==> src/rtl/ppyg_pkg.sv <==
// Shared types and constants for the peer proximity yield guard.
// No dependencies.
`timescale 1ns / 1ps
package ppyg_pkg;
    localparam int MaxPeers     = 16;
    localparam int SlotW        = (MaxPeers > 1) ? $clog2(MaxPeers) : 1;
    localparam int CntW         = $clog2(MaxPeers + 1);
    localparam int MoveThreshMm = 100;
    localparam int PosW         = 24;
    localparam int TimeW        = 40;
    localparam int DistW        = 50;
    localparam int CfgIdxW      = 3;
    localparam int TrackW       = 8 + 4 * PosW + 2 * TimeW;

    localparam logic [CfgIdxW-1:0] CFG_ENABLE  = 3'd0;
    localparam logic [CfgIdxW-1:0] CFG_OWN_ID  = 3'd1;
    localparam logic [CfgIdxW-1:0] CFG_HOLD    = 3'd2;
    localparam logic [CfgIdxW-1:0] CFG_RESUME  = 3'd3;
    localparam logic [CfgIdxW-1:0] CFG_STALE   = 3'd4;
    localparam logic [CfgIdxW-1:0] CFG_RSTALE  = 3'd5;
    localparam logic [CfgIdxW-1:0] CFG_STATIC  = 3'd6;
    localparam logic [CfgIdxW-1:0] CFG_KEEP    = 3'd7;

    localparam logic [2:0] NOTE_HOLD   = 3'd0;
    localparam logic [2:0] NOTE_STALE  = 3'd1;
    localparam logic [2:0] NOTE_PARKED = 3'd2;
    localparam logic [2:0] NOTE_CLEAR  = 3'd3;
    localparam logic [2:0] NOTE_NOPEER = 3'd4;

    typedef struct packed {
        logic [7:0]       ident;
        logic [PosW-1:0]  px;
        logic [PosW-1:0]  py;
        logic [PosW-1:0]  ax;
        logic [PosW-1:0]  ay;
        logic [TimeW-1:0] seen;
        logic [TimeW-1:0] moved;
    } t_track;

    // controller -> datapath
    typedef struct packed {
        logic load;      // capture input item
        logic clr;       // clear scan accumulators
        logic rd;        // issue read of slot
        logic sq;        // register differences
        logic mul;       // register squares
        logic step;      // fold one entry (pose match or evaluate compare)
        logic write;     // write pose result
        logic finish;    // form the result
    } t_cmd;

    // datapath -> controller
    typedef struct packed {
        logic is_eval;
        logic own_drop;
        logic matched;
        logic have_free;
    } t_sts;
endpackage

==> src/rtl/ppyg_ctrl.sv <==
// Sequencer for the peer proximity yield guard: handshakes and scan order.
// Depends on ppyg_pkg.
`timescale 1ns / 1ps
module ppyg_ctrl (
    input  logic                    i_clk,
    input  logic                    i_rst_n,
    input  logic                    i_in_valid,
    output logic                    o_in_ready,
    output logic                    o_out_valid,
    input  logic                    i_out_ready,
    input  ppyg_pkg::t_sts          i_sts,
    output ppyg_pkg::t_cmd          o_cmd,
    output logic [ppyg_pkg::SlotW-1:0] o_slot
);
    import ppyg_pkg::*;

    localparam logic [2:0] S_IDLE = 3'd0;
    localparam logic [2:0] S_SCAN = 3'd1;
    localparam logic [2:0] S_DONE = 3'd2;
    localparam logic [2:0] S_POST = 3'd3;
    localparam logic [2:0] S_OUT  = 3'd4;

    // scan pipeline: read issue, then data, square, fold (3 stages behind issue)
    logic [2:0]      r_state, n_state;
    logic [CntW-1:0] r_cnt, n_cnt;
    logic [2:0]      r_pipe, n_pipe;
    logic            r_out_valid, n_out_valid;
    logic            accept, issue;

    assign accept = i_in_valid && o_in_ready;
    assign o_in_ready = (r_state == S_IDLE) && !r_out_valid;
    assign issue = (r_state == S_SCAN) && (r_cnt < CntW'(MaxPeers));
    assign o_slot = r_cnt[SlotW-1:0];

    always_comb begin
        n_state = r_state;
        n_cnt = r_cnt;
        n_pipe = {r_pipe[1:0], issue};
        n_out_valid = r_out_valid;
        o_cmd = '0;
        o_cmd.rd = issue;
        o_cmd.sq = r_pipe[0];
        o_cmd.mul = r_pipe[1];
        o_cmd.step = r_pipe[2];
        if (r_out_valid && i_out_ready) begin
            n_out_valid = 1'b0;
        end
        unique case (r_state)
            S_IDLE: begin
                if (accept) begin
                    o_cmd.load = 1'b1;
                    o_cmd.clr = 1'b1;
                    n_cnt = '0;
                    n_state = S_SCAN;
                end
            end
            S_SCAN: begin
                if (issue) begin
                    n_cnt = r_cnt + 1'b1;
                end else if (r_pipe == 3'd0) begin
                    n_state = S_DONE;
                end
            end
            S_DONE: begin
                if (i_sts.is_eval) begin
                    o_cmd.finish = 1'b1;
                    n_state = S_OUT;
                end else begin
                    n_state = S_POST;
                end
            end
            S_POST: begin
                o_cmd.write = !i_sts.own_drop && (i_sts.matched || i_sts.have_free);
                n_state = S_IDLE;
            end
            S_OUT: begin
                n_out_valid = 1'b1;
                n_state = S_IDLE;
            end
            default: n_state = S_IDLE;
        endcase
    end

    always_ff @(posedge i_clk) begin
        if (!i_rst_n) begin
            r_state <= S_IDLE;
            r_cnt <= '0;
            r_pipe <= '0;
            r_out_valid <= 1'b0;
        end else begin
            r_state <= n_state;
            r_cnt <= n_cnt;
            r_pipe <= n_pipe;
            r_out_valid <= n_out_valid;
        end
    end
    assign o_out_valid = r_out_valid;

    a_no_accept_busy: assert property (@(posedge i_clk) disable iff (!i_rst_n)
        (r_state != S_IDLE) |-> !accept) else $error("accept while busy");
    a_pipe_drains: assert property (@(posedge i_clk) disable iff (!i_rst_n)
        (r_state == S_DONE) |-> (r_pipe == 3'd0)) else $error("scan not drained");
    a_out_from_eval: assert property (@(posedge i_clk) disable iff (!i_rst_n)
        $rose(r_out_valid) |-> $past(r_state) == S_OUT) else $error("stray result");
endmodule

==> config.mk <==
export PLATFORM = sky130hd
export DESIGN_NAME = ppyg_ctrl
export DESIGN_NICKNAME = d
export VERILOG_FILES = /design/src/rtl/ppyg_pkg.sv /design/src/rtl/ppyg_ctrl.sv
export SDC_FILE = /design/constraint.sdc
export NUM_CORES = 1
export LEC_CHECK = 0
export BUFFER_PORTS_ARGS = -buffer_cell sky130_fd_sc_hd__buf_2
export CORE_MARGIN = 5
export CORE_UTILIZATION = 47
export DETAILED_ROUTE_END_ITERATION = 12
export GPL_ROUTABILITY_DRIVEN = 0
export PLACE_DENSITY = 0.72
export SLEW_MARGIN = 30
export SYNTH_ARGS = -nofsm -noshare
export SYNTH_HDL_FRONTEND = slang
export SYNTH_SLANG_ARGS = --single-unit
==> constraint.sdc <==
create_clock -name i_clk -period 1.8 [get_ports i_clk]
set_input_delay 0.36 -clock i_clk [delete_from_list [all_inputs] [get_ports i_clk]]
set_output_delay 0.36 -clock i_clk [all_outputs]
set_load 0.01 [all_outputs]
After elaboration in Yosys (flattened, before gate mapping)
Cells that the tools add are included.
{"block": "word_totals", "wordCells": 43, "register_bits": 12, "inputBits": 8, "output_inout_bits": 14}
{"block": "classes", "n_addsub": 1, "n_eq_ne": 8, "n_reduce_logical": 14, "n_mux": 15, "order_cmp": 1}
{"cell": "3-bit 2-to-1 mux", "count": 4}
{"cell": "5-bit 2-to-1 mux", "count": 2}
{"cell": "5-bit case mux with 2 select lines", "count": 1}
{"cell": "3-bit case mux with 3 select lines", "count": 1}
{"cell": "3-bit by 2-bit == test with 1-bit output (second input constant)", "count": 2}
{"cell": "3-bit logical NOT", "count": 2}
{"cell": "2-bit != test (second input constant)", "count": 3}
{"cell": "3-bit AND reduction", "count": 2}
{"cell": "5-bit by 1-bit adder with 5-bit output (second input constant)", "count": 1}
{"cell": "1-bit logical AND", "count": 5}
{"cell": "5-bit < comparator (second input constant)", "count": 1}
{"cell": "1-bit 2-to-1 mux", "count": 5}
{"cell": "2-bit 2-to-1 mux", "count": 2}
{"cell": "2-bit nonzero test", "count": 2}
{"cell": "3-bit by 1-bit == test with 1-bit output (second input constant)", "count": 1}
{"cell": "3-bit == test (second input constant)", "count": 1}
{"cell": "1-bit logical NOT", "count": 2}
{"cell": "2-bit by 1-bit != test with 1-bit output (second input constant)", "count": 1}
{"cell": "1-bit logical OR", "count": 1}

Depth between registers and ports, before layout
Gate-level depths: netlist (run 1).
{"block": "logic_depth", "word_depth": 5, "ltp_mapped": 4}

Worst setup path after synthesis (run 1)
OpenSTA, ideal clock, no wires.
{"block": "synth_path", "kind": "reg-to-output", "from": "register r_state[0]", "to": "output o_cmd[7] (netlist name)", "required_ps": 1440, "path_buffers": 2, "t_arrival_ps": 1255, "slack_ps": 185, "path_stages_with_launch": 5, "path_cell_list": "dfxtp_1 -> buf_4 -> nor4_2 -> and2_1 -> buf_4"}
{"element": "start: declaration", "line_no": "ppyg_ctrl.sv:24", "source": "logic [2:0] r_state, n_state;"}
{"element": "start signal: assignment", "line_no": "ppyg_ctrl.sv:91", "source": "r_state <= n_state;"}
{"element": "end: declaration", "line_no": "ppyg_ctrl.sv:12", "source": "output ppyg_pkg::t_cmd o_cmd,"}

==> results of run 1 <==
-- cell usage in the layout (no fill, tap or decap), drive strengths merged, types with 3 or more instances in the layout --
cell and count:
and2 5, buf 22, nand3 3, nand2b 4
dfxtp 12, nor4b 3, a21oi 5, nor2 5
nor3b 3, clkbuf 4
-- per-layer routing --
layer / up-vias / GRT usage [%]
met5: - / 0
met4: 0 / 8.29
met3: 2 / 3.76
met2: 24 / 19.3
met1: 241 / 19.1
li1: 273 / -
-- flip-flops by register name (all words and copies together), names as in the netlist --
| name | cells |
|---|---|
| r_state | 3 |
| r_pipe | 3 |
| r_cnt | 5 |
| o_out_valid | 1 |
-- what timing repair did --
action / CTS / global route
endpoints found under the setup margin: 1 / 5
hold buffers: 0 / 0
resized for setup: 0 / 3
cloned: 0 / 0
pin swaps: 0 / 2
-- cells by family after synthesis --
| logic type | after synthesis | share of synthesized area [%] |
|---|---|---|
| flip-flops | 12 | 36.4 |
| AO/OA/AOI/OAI | 14 | 16.9 |
| adder cells (fa/ha/maj) | 1 | 1.90 |
| buffers and inverters | 12 | 12.1 |
| AND/OR/NAND/NOR | 30 | 31.1 |
| multiplexers | 1 | 1.52 |
-- layout make-up --
class,count,area [µm²]
well taps,15,18.8
multi-input cells,46,348
clock buffers,4,36.3
fillers,121,552
flip-flops and latches,12,243
repair buffers,22,113
inverters,2,7.51
-- power breakdown --
| part | switching [mW] | leakage, nW | internal [mW] | total (mW) |
|---|---|---|---|---|
| Combinational | 0.0338 | 0.219 | 0.0353 | 0.0691 |
| Clock | 0.0915 | 0.0210 | 0.123 | 0.214 |
| Sequential | 0.0114 | 0.0983 | 0.272 | 0.284 |
| Total | 0.137 | 0.339 | 0.431 | 0.567 |
-- final timing paths --
check                          startpoint                     to  slack, ns  cells past startpoint
setup / recovery  r_state[2]$_SDFFE_PN0P_               o_cmd[6]       0.13                      3
hold / removal                    i_rst_n  r_cnt[4]$_SDFFE_PN0P_       0.39                      2
setup reg to reg  r_state[0]$_SDFFE_PN0P_  r_cnt[2]$_SDFFE_PN0P_       0.34                      3
hold reg to reg      r_pipe[1]$_SDFF_PN0_   r_pipe[2]$_SDFF_PN0_       0.49                      1
-- worst reg2reg max path, stage by stage (launching register included) --
cell and delay [ns]:
dfxtp_2 0.40, or3b_4 0.43, a211oi_4 0.35, a311oi_1 0.15
-- stage by stage --
| stage | hold WS (ns) | cells | TNS, ns |
|---|---|---|---|
| final | 0.393 | 101 | 0 |
| after CTS | 0.380 | 101 | -0.00195 |
| after floorplan | 0.471 | 70 | 0 |
| after detailed placement | 0.469 | 97 | 0 |
| after global placement | 0.468 | 97 | 0 |
| after global routing | 0.384 | 101 | 0 |
==> summary.txt, run 1 <==
outcome = finished, final reports clean
Remaining DRCs = 0
Final Cell Area = 766 µm²
maximum clock frequency = 599 MHz
count of flip-flops with a built-in enable after synthesis = 0
buffer count from post-CTS setup fixing = 0
data required time at the worst endpoint = 1.44 ns
cell at the root of the clock tree = clkbuf_4
CTS buffer count = 3
HPWL after DPL = 1.02 mm
setup repair after global routing missed its margin = false
critical path class = flop to output pin
M1 WL = 623 µm
worst-case setup slack after placement = 0.311 ns
clock slew at the register clock pins of the worst setup and hold paths = 0.08 ns
arrival time at the worst endpoint = 1.31 ns
layout cell share with drive strength beyond 1 = 38.4%
register bit count reported by yosys = 12
clock latency at the later pin of the worst-skew pair = 0.27 ns
Max FO, Critical Path = 8
worst voltage drop across the vdd grid = 0.000471 V
Max-Slew Margin vs Limit = 71.3%
Slowest-stage cell, CP = dfxtp_2
classification of the worst-slack hold path = input port to flop
Max Cap Violations = 0
CTS tree = yes
antenna viol nets, final = 0
Final Net Count = 96
clk buf depth = 2
number of warnings issued by yosys = 0
portion of the post-synthesis area used by sequential elements = 36.4%
Most used DFF post-synth = dfxtp_1
Die Span X = 47.5 µm
starting density of the core = 50.0%
met3 routed wirelength = 119 µm
cell with the most instances after synthesis = dfxtp_1
crit-path cells = nor4_4 -> and2_1 -> buf_2
number of DRC markers after the initial detailed-route iteration = 11
synthesized net count = 79
Synth Instances = 70
first-pass GRT wire length = 2.16 mm
number of levels the H-tree was split into = 1
first-pass iteration count of the detailed router = 4
cell family with most CP delay = simple AND/OR/NAND/NOR gates
setup-violating endpoint count in the final report = 0
IO buf count = 21
clock sink total = 12
leak pwr = 0.339 nW
DR vias/cell = 5.35
Critical Path Sink Type = output pin
Total Wirelength = 1.34 mm
final core occ = 58.1%
Synth-to-Final Area Change = 16.1%
post-synthesis instance area = 659 µm²
count of endpoints failing hold in the final timing report = 0
highest metal used = met4
Mean Syn Cell Area = 9.42 µm²
total I/O pin count = 22
remaining global-route overflow = 0
total number of vias = 540
Antenna Cells = 0
ratio of total power to cell area = 741 nW/µm²
Final Total Pwr = 567 µW
All-Layer GR Usage = 13.9%
Area contributors post-synth = dfxtp_1 (36%), buf_4 (8.0%), and2_1 (4.7%), a21oi_1 (3.8%), nand2b_1 (3.8%)
max-slew violations = 0
die area = 2250 µm²
min Tclk post-route = 1.67 ns
met2 routed WL = 582 µm
async set-or-reset flop fraction in the synthesized netlist = 0%
Cell variety after synth = 30
number of global-route vias before repair = 497
worst clock skew on the final layout = 0.00642 ns
per-cell routed wire length = 13.2 µm
cell area after placement = 718 µm²
Core Area = 1320 µm²
final setup margin = 0.129 ns
Cell Rows = 13
Worst path max stage delay = 0.40 ns
Least-Margin Pin Slew = 0.424 ns
part of the cycle the worst path needs = 92.8%
most frequent cells after synthesis = dfxtp_1 (12), buf_4 (7), a21oi_1 (5), and2_1 (5), nor2_1 (5)
Worst Path Buf+Inv = 1
maximum number of pins on one net before global-route repair = 14
area share of the largest cell type after synthesis = 36.4%
height of the die = 47.5 µm
library cell occupying the most area in the post-synthesis netlist = dfxtp_1
antenna violations before repair = 0
crit start category = flop
(Power assumes the default switching activity.)
==> run 2, diff against run 1 <==
--- a/config.mk
+++ b/config.mk
@@ -6,8 +6,10 @@
 export NUM_CORES = 1
 export LEC_CHECK = 0
 export BUFFER_PORTS_ARGS = -buffer_cell sky130_fd_sc_hd__buf_2
+export CELL_PAD_IN_SITES_DETAIL_PLACEMENT = 1
+export CELL_PAD_IN_SITES_GLOBAL_PLACEMENT = 1
 export CORE_MARGIN = 5
-export CORE_UTILIZATION = 47
+export CORE_UTILIZATION = 35
 export DETAILED_ROUTE_END_ITERATION = 12
 export GPL_ROUTABILITY_DRIVEN = 0
 export PLACE_DENSITY = 0.72
==> summary.txt, run 2 (synthesis gave the netlist of run 1 again) <==
clk buf depth = 2 (unchanged)
Final Net Count = 96 (unchanged)
ratio of total power to cell area = 728 nW/µm² (-1.8%)
crit path launch = r_state[1]$_SDFFE_PN0P_
commonest non-fill, non-tap cells in the layout = buf_2 (21), dfxtp_1 (10), nor2_1 (5), and2_1 (5), a21oi_1 (5)
switching power of the nets = 136 µW (-0.79%)
register name with the most flops = r_cnt
leading cell type in the layout, fill and taps excluded = buf_2
remaining global-route overflow = 0 (unchanged)
Least-Margin Pin Slew = 0.524 ns (+0.0996 ns)
height of the die = 53.4 µm (+13%)
outcome = finished, final reports clean
min Tclk post-route = 1.73 ns (+0.0599 ns)
Core Area = 1760 µm² (+34%)
Max FO, Critical Path = 6 (-2)
cell area after placement = 731 µm² (+1.7%)
CTS buffer count = 3 (unchanged)
Final Cell Area = 778 µm² (+1.6%)
final setup margin = 0.0694 ns (-0.0599 ns)
IO buf count = 21 (unchanged)
clock latency at the later pin of the worst-skew pair = 0.27 ns (about the same)
setup-violating endpoint count in the final report = 0 (unchanged)
slack of the worst reg-to-reg path = 0.35 ns (about the same)
Final Hold Slack = 0.406 ns (+0.0129 ns)
switching part of the total = 23.9% (-0.14 points)
total number of vias = 539 (-0.19%)
worst-case setup slack after placement = 0.269 ns (-0.0420 ns)
maximum number of pins on one net before global-route repair = 14 (unchanged)
final cell count without fillers = 111 (+9.9%)
Critical Path Sink Type = output pin
DR vias/cell = 4.86 (-9.2%)
final core occ = 44.1% (-14 points)
max-slew violations = 0 (unchanged)
Total Wirelength = 1.48 mm (+11%)
Max-Slew Margin vs Limit = 64.6% (-6.7 points)
Cell Rows = 15 (+2)
largest registers in the final layout = r_cnt (5), r_pipe (3), r_state (3)
CTS tree = yes
HPWL after DPL = 1.13 mm (+11%)
placed instance count = 107 (+10%)
Final Total Pwr = 566 µW (-0.21%)
antenna viol nets, final = 0 (unchanged)
maximum clock frequency = 578 MHz (-3.5%)
worst voltage drop across the vdd grid = 0.000414 V (-12%)
arrival time at the worst endpoint = 1.37 ns (+0.06 ns)
classification of the worst-slack hold path = input port to flop
power share of the clock group = 37.6% (-0.2 points)
data required time at the worst endpoint = 1.44 ns (about the same)
endpoint of the worst setup timing path = o_cmd[5]
clock sink total = 12 (unchanged)
flip-flop count of the largest register after layout = 5 (unchanged)
Antenna Cells = 0 (unchanged)
number of levels the H-tree was split into = 1 (unchanged)
number of global-route vias before repair = 561 (+13%)
worst reg2reg path startpoint = r_state[0]$_SDFFE_PN0P_
clock slew at the register clock pins of the worst setup and hold paths = 0.07 ns (about the same)
combinational power share = 12.2% (about the same)
leak pwr = 0.339 nW (unchanged)
fraction of power consumed by sequential logic = 50.1% (about the same)
antenna violations before repair = 0 (unchanged)
All-Layer GR Usage = 12.5% (-1.4 points)
Max Cap Violations = 0 (unchanged)
worst clock skew on the final layout = 0.00146 ns (-0.00496 ns)
internal power = 431 µW (about the same)
first-pass GRT wire length = 2.53 mm (+17%)
per-cell routed wire length = 13.3 µm (+0.58%)
total I/O pin count = 22 (unchanged)
reg-to-reg critical path endpoint = r_cnt[1]$_SDFFE_PN0P_
Die Span X = 53.4 µm (+13%)
number of stages on the worst hold path = 2 (unchanged)
number of buffers inserted for hold repair after clock tree synthesis = 0 (unchanged)
first-pass iteration count of the detailed router = 1 (-3)
layout cell share with drive strength beyond 1 = 38.4% (unchanged)
setup repair after global routing missed its margin = false
starting density of the core = 37.4% (-13 points)
Synth-to-Final Area Change = 18.0%
Remaining DRCs = 0 (unchanged)
count of endpoints failing hold in the final timing report = 0 (unchanged)
crit start category = flop
Setup Total Neg Slack = 0 ns (unchanged)
critical path class = flop to output pin
cell at the root of the clock tree = clkbuf_4
die area = 2850 µm² (+27%)
reg2reg path depth = 3 (unchanged)
part of the cycle the worst path needs = 96.1% (+3.3 points)
number of DRC markers after the initial detailed-route iteration = 0 (-11)
[run 2: cell counts in the layout (fill, tap and decap cells not counted)]
Identical to the previous run, type by type.
[run 2: routing by layer]
layer	global-route usage, %	vias to the layer above	wire length (µm)
met1	14.5	253	662
met2	20.2	15	727
met3	5.92	0	89
met5	0	-	0
li1	-	271	-
met4	3.83	0	0
[run 2: cell type report]
type,instances,area [µm²]
multi-input combinational,46,348
sequential,12,243
fill,233,986
inverter,2,7.51
timing repair buffer,22,113
tap,25,31.3
clock buffer,4,36.3
[run 2: timing repair]
action / 4_1_cts / 5_1_grt
cloned: 0 / 0
pin swaps: 0 / 1
endpoints found under the setup margin: 2 / 2
resized for setup: 2 / 1
hold endpoints to repair: 0 / 0
setup buffers: 0 / 0
[run 2: how the worst min path moves through the flow]
stage,startpoint,to,slack [ns]
4_1_cts,i_out_ready,o_out_valid$_SDFFE_PN0P_,0.38
3_3_place_gp,r_pipe[0]$_SDFF_PN0_,r_pipe[1]$_SDFF_PN0_,0.48
3_5_place_dp,r_pipe[0]$_SDFF_PN0_,r_pipe[1]$_SDFF_PN0_,0.49
5_1_grt,i_rst_n,r_cnt[4]$_SDFFE_PN0P_,0.39
2_1_floorplan,r_cnt[0]$_SDFFE_PN0P_,r_cnt[0]$_SDFFE_PN0P_,0.47
6_report,i_rst_n,r_cnt[4]$_SDFFE_PN0P_,0.41
[run 2: critical path, stage by stage, from the launching register on]
cell	delay [ns]
dfxtp_1	0.33
buf_4	0.18
nor4b_4	0.39
buf_2	0.20
[run 2: power by group through the flow]
stage | clock (mW) | sequential [mW] | combinational (mW)
after global routing | 0.243 | 0.286 | 0.0784
after floorplan | 0 | 0.285 | 0.0556
after detailed placement | 0 | 0.289 | 0.0693
after global placement | 0 | 0.289 | 0.0682
after CTS | 0.228 | 0.284 | 0.0709
final | 0.213 | 0.284 | 0.0692
==> run 3, diff against run 2 <==
--- a/config.mk
+++ b/config.mk
@@ -5,14 +5,16 @@
 export SDC_FILE = /design/constraint.sdc
 export NUM_CORES = 1
 export LEC_CHECK = 0
+export ABC_AREA = 1
 export BUFFER_PORTS_ARGS = -buffer_cell sky130_fd_sc_hd__buf_2
 export CELL_PAD_IN_SITES_DETAIL_PLACEMENT = 1
 export CELL_PAD_IN_SITES_GLOBAL_PLACEMENT = 1
 export CORE_MARGIN = 5
-export CORE_UTILIZATION = 35
+export CORE_UTILIZATION = 36
 export DETAILED_ROUTE_END_ITERATION = 12
 export GPL_ROUTABILITY_DRIVEN = 0
-export PLACE_DENSITY = 0.72
+export PLACE_DENSITY = 0.77
+export RECOVER_POWER = 50
 export SLEW_MARGIN = 30
 export SYNTH_ARGS = -nofsm -noshare
 export SYNTH_HDL_FRONTEND = slang
==> constraint.sdc (replaced) <==
create_clock -name i_clk -period 2.11 [get_ports i_clk]
set_input_delay 0.422 -clock i_clk [delete_from_list [all_inputs] [get_ports i_clk]]
set_output_delay 0.422 -clock i_clk [all_outputs]
set_load 0.01 [all_outputs]
==> summary.txt, run 3 <==
outcome = finished, final reports clean
Area contributors post-synth = dfxtp_1 (34%), nand2_1 (9.6%), nand3_1 (7.8%), inv_1 (6.9%), buf_4 (6.4%)
Cell variety after synth = 20 (-33%)
clock sink total = 12 (unchanged)
CTS tree = yes
data required time at the worst endpoint = 1.69 ns (+0.25 ns)
max-slew violations = 0 (unchanged)
starting density of the core = 36.7% (-0.66 points)
Core Area = 1920 µm² (+8.9%)
Antenna Cells = 0 (unchanged)
number of warnings issued by yosys = 0 (unchanged)
Synth-to-Final Area Change = 13.7%
startpoint of the most critical hold path = i_out_ready
number of stages on the worst hold path = 4 (+2)
maximum number of pins on one net before global-route repair = 13 (-1)
first-pass iteration count of the detailed router = 2 (+1)
Total Wirelength = 1.70 mm (+15%)
die area = 2950 µm² (+3.3%)
All-Layer GR Usage = 14.0% (+1.5 points)
commonest non-fill, non-tap cells in the layout = nand2_1 (18), buf_2 (17), inv_1 (14)
Least-Margin Pin Slew = 0.934 ns (+0.410 ns)
leading cell type in the layout, fill and taps excluded = nand2_1
met2 Usage GRT = 23.7% (+3.5 points)
layer with the highest usage = met2
worst clock skew on the final layout = 0.00161 ns (+0.000149 ns)
Cell Rows = 16 (+1)
power share of the clock group = 17.1% (-21 points)
register bit count reported by yosys = 12 (unchanged)
most frequent cells after synthesis = nand2_1 (18), inv_1 (13), dfxtp_1 (12)
CTS buffer count = 3 (unchanged)
number of buffers inserted for hold repair after clock tree synthesis = 0 (unchanged)
setup-violating endpoint count in the final report = 0 (unchanged)
register name with the most flops = r_cnt
Most used DFF post-synth = dfxtp_1
Synth Instances = 100 (+43%)
slack of the worst reg-to-reg path = 0.58 ns (+0.23 ns)
switching part of the total = 45.5% (+22 points)
portion of the post-synthesis area used by sequential elements = 34.0% (-2.4 points)
cell with the most instances after synthesis = nand2_1
library cell occupying the most area in the post-synthesis netlist = dfxtp_1
Setup Total Neg Slack = 0 ns (unchanged)
met3 track demand over resource in global routing = 5.72% (-0.19 points)
antenna viol nets, final = 0 (unchanged)
clock latency at the later pin of the worst-skew pair = 0.28 ns (about the same)
worst reg2reg path startpoint = o_out_valid$_SDFFE_PN0P_
classification of the worst-slack hold path = input port to flop
number of cells upsized or downsized after cts = 0 (-2)
HPWL after DPL = 1.37 mm (+21%)
DR vias/cell = 4.79 (-1.4%)
reg2reg path depth = 4 (+1)
arrival time at the worst endpoint = 1.33 ns (-0.04 ns)
synthesized net count = 109 (+38%)
clock slew at the register clock pins of the worst setup and hold paths = 0.08 ns (about the same)
Max FO, Critical Path = 4 (-2)
combinational power share = 50.7% (+39 points)
largest registers in the final layout = r_cnt (5), r_pipe (3), r_state (3)
crit start category = flop
number of levels the H-tree was split into = 1 (unchanged)
switching power of the nets = 492 µW (+260%)
first-pass GRT wire length = 2.92 mm (+15%)
number of DRC markers after the initial detailed-route iteration = 6 (+6)
critical path class = flop to output pin
antenna violations before repair = 0 (unchanged)
Max Cap Violations = 0 (unchanged)
Mean Syn Cell Area = 7.06 µm² (-25%)
layout cell share with drive strength beyond 1 = 25.4% (-13 points)
count of endpoints failing hold in the final timing report = 0 (unchanged)
number of global-route vias before repair = 703 (+25%)
Max-Slew Margin vs Limit = 37.5% (-27 points)
cell at the root of the clock tree = clkbuf_4
post-synthesis instance area = 706 µm² (+7.0%)
part of the cycle the worst path needs = 83.3%
Final Net Count = 128 (+33%)
Remaining DRCs = 0 (unchanged)
buffer count from post-CTS setup fixing = 0 (unchanged)
flip-flop count of the largest register after layout = 5 (unchanged)
total I/O pin count = 22 (unchanged)
reg-to-reg critical path endpoint = r_cnt[4]$_SDFFE_PN0P_
remaining global-route overflow = 0 (unchanged)
ratio of total power to cell area = 1350 nW/µm² (+85%)
area share of the largest cell type after synthesis = 34.0% (-2.4 points)
Die Span X = 54.3 µm (+1.6%)
number of fill cells = 278 (+19%)
Endpoint, Worst Hold = o_out_valid$_SDFFE_PN0P_
fraction of power consumed by sequential logic = 32.2% (-18 points)
worst voltage drop across the vdd grid = 0.000505 V (+22%)
height of the die = 54.3 µm (+1.6%)
maximum clock frequency = 569 MHz
min Tclk post-route = 1.76 ns
async set-or-reset flop fraction in the synthesized netlist = 0% (unchanged)
leak pwr = 0.398 nW (+18%)
internal power = 589 µW (+37%)
IO buf count = 21 (unchanged)
clk buf depth = 2 (unchanged)
met1 Use GR = 15.7% (+1.2 points)
Final Hold Slack = 0.395 ns (-0.0110 ns)
per-cell routed wire length = 11.7 µm (-12%)
Critical Path Sink Type = output pin
setup repair after global routing missed its margin = false
count of flip-flops with a built-in enable after synthesis = 0 (unchanged)
total number of vias = 694 (+29%)
==> run 3: changes by cell type after synthesis, moves of 3 or more <==
cell,previous run,this run
and2_1,5,0
nor3b_1,3,0
nand2b_1,4,0
inv_1,2,13
nand2_1,2,18
nor2_1,5,11
nor3_1,0,3
nand3_1,3,11
==> run 3: critical path: stages (launching register included) <==
cell and delay [ns]:
dfxtp_1 0.33, nor2_1 0.26, nand2_4 0.11, nor3_1 0.19, buf_2 0.17
==> run 3: cells by family after synthesis <==
group / share of synthesized area [%]
AND/OR/NAND/NOR: 38.1
buffers and inverters: 16.7
flip-flops: 34.0
AO/OA/AOI/OAI: 9.40
adder cells (fa/ha/maj): 1.77
==> run 3: final cells by class <==
| type | count | area, µm² | share of cell area [%] |
|---|---|---|---|
| inverters | 16 | 61.3 | 7.64 |
| repair buffers | 21 | 100 | 12.5 |
| multi-input cells | 65 | 330 | 41.2 |
| flip-flops and latches | 12 | 240 | 30.0 |
| well taps | 27 | 33.8 | 4.21 |
| clock buffers | 4 | 36.3 | 4.52 |
==> run 3: worst max-delay path by stage <==
stage          cells after the start                     from  slack [ns]                    end
3_3_place_gp                       6               i_in_valid        0.78  r_cnt[0]$_SDFFE_PN0P_
2_1_floorplan                      4  r_state[1]$_SDFFE_PN0P_        0.63               o_cmd[7]
3_5_place_dp                       6               i_in_valid        0.73  r_cnt[4]$_SDFFE_PN0P_
4_1_cts                            4  r_state[1]$_SDFFE_PN0P_        0.43               o_cmd[6]
5_1_grt                            4  r_state[1]$_SDFFE_PN0P_        0.18               o_cmd[6]
6_report                           4  r_state[1]$_SDFFE_PN0P_        0.35               o_cmd[6]
==> run 3: power groups by stage <==
| stage | clock network (mW) | logic (mW) | registers, mW |
|---|---|---|---|
| 6_report | 0.185 | 0.547 | 0.348 |
| 4_1_cts | 0.196 | 0.576 | 0.355 |
| 5_1_grt | 0.200 | 0.636 | 0.359 |
| 2_1_floorplan | 0 | 0.483 | 0.352 |
| 3_5_place_dp | 0 | 0.575 | 0.359 |
| 3_3_place_gp | 0 | 0.550 | 0.358 |
==> run 3: metal layers <==
metal	up-vias	part of all wire, %
met5	-	0
met4	0	1.2
met3	4	3.8
met2	11	53
met1	329	42
li1	350	-
==> run 3: stage by stage <==
stage                     setup slack [ns]  util, %  total power, mW  cells  area [µm²]
after floorplan                      0.627        -            0.834    100         706
after global placement               0.779     41.0            0.908    141         788
after detailed placement             0.733     41.0            0.935    141         788
after CTS                            0.433     42.9             1.13    145         825
after global routing                 0.179     41.7             1.19    145         802
final                                0.353     41.7             1.08    145         802
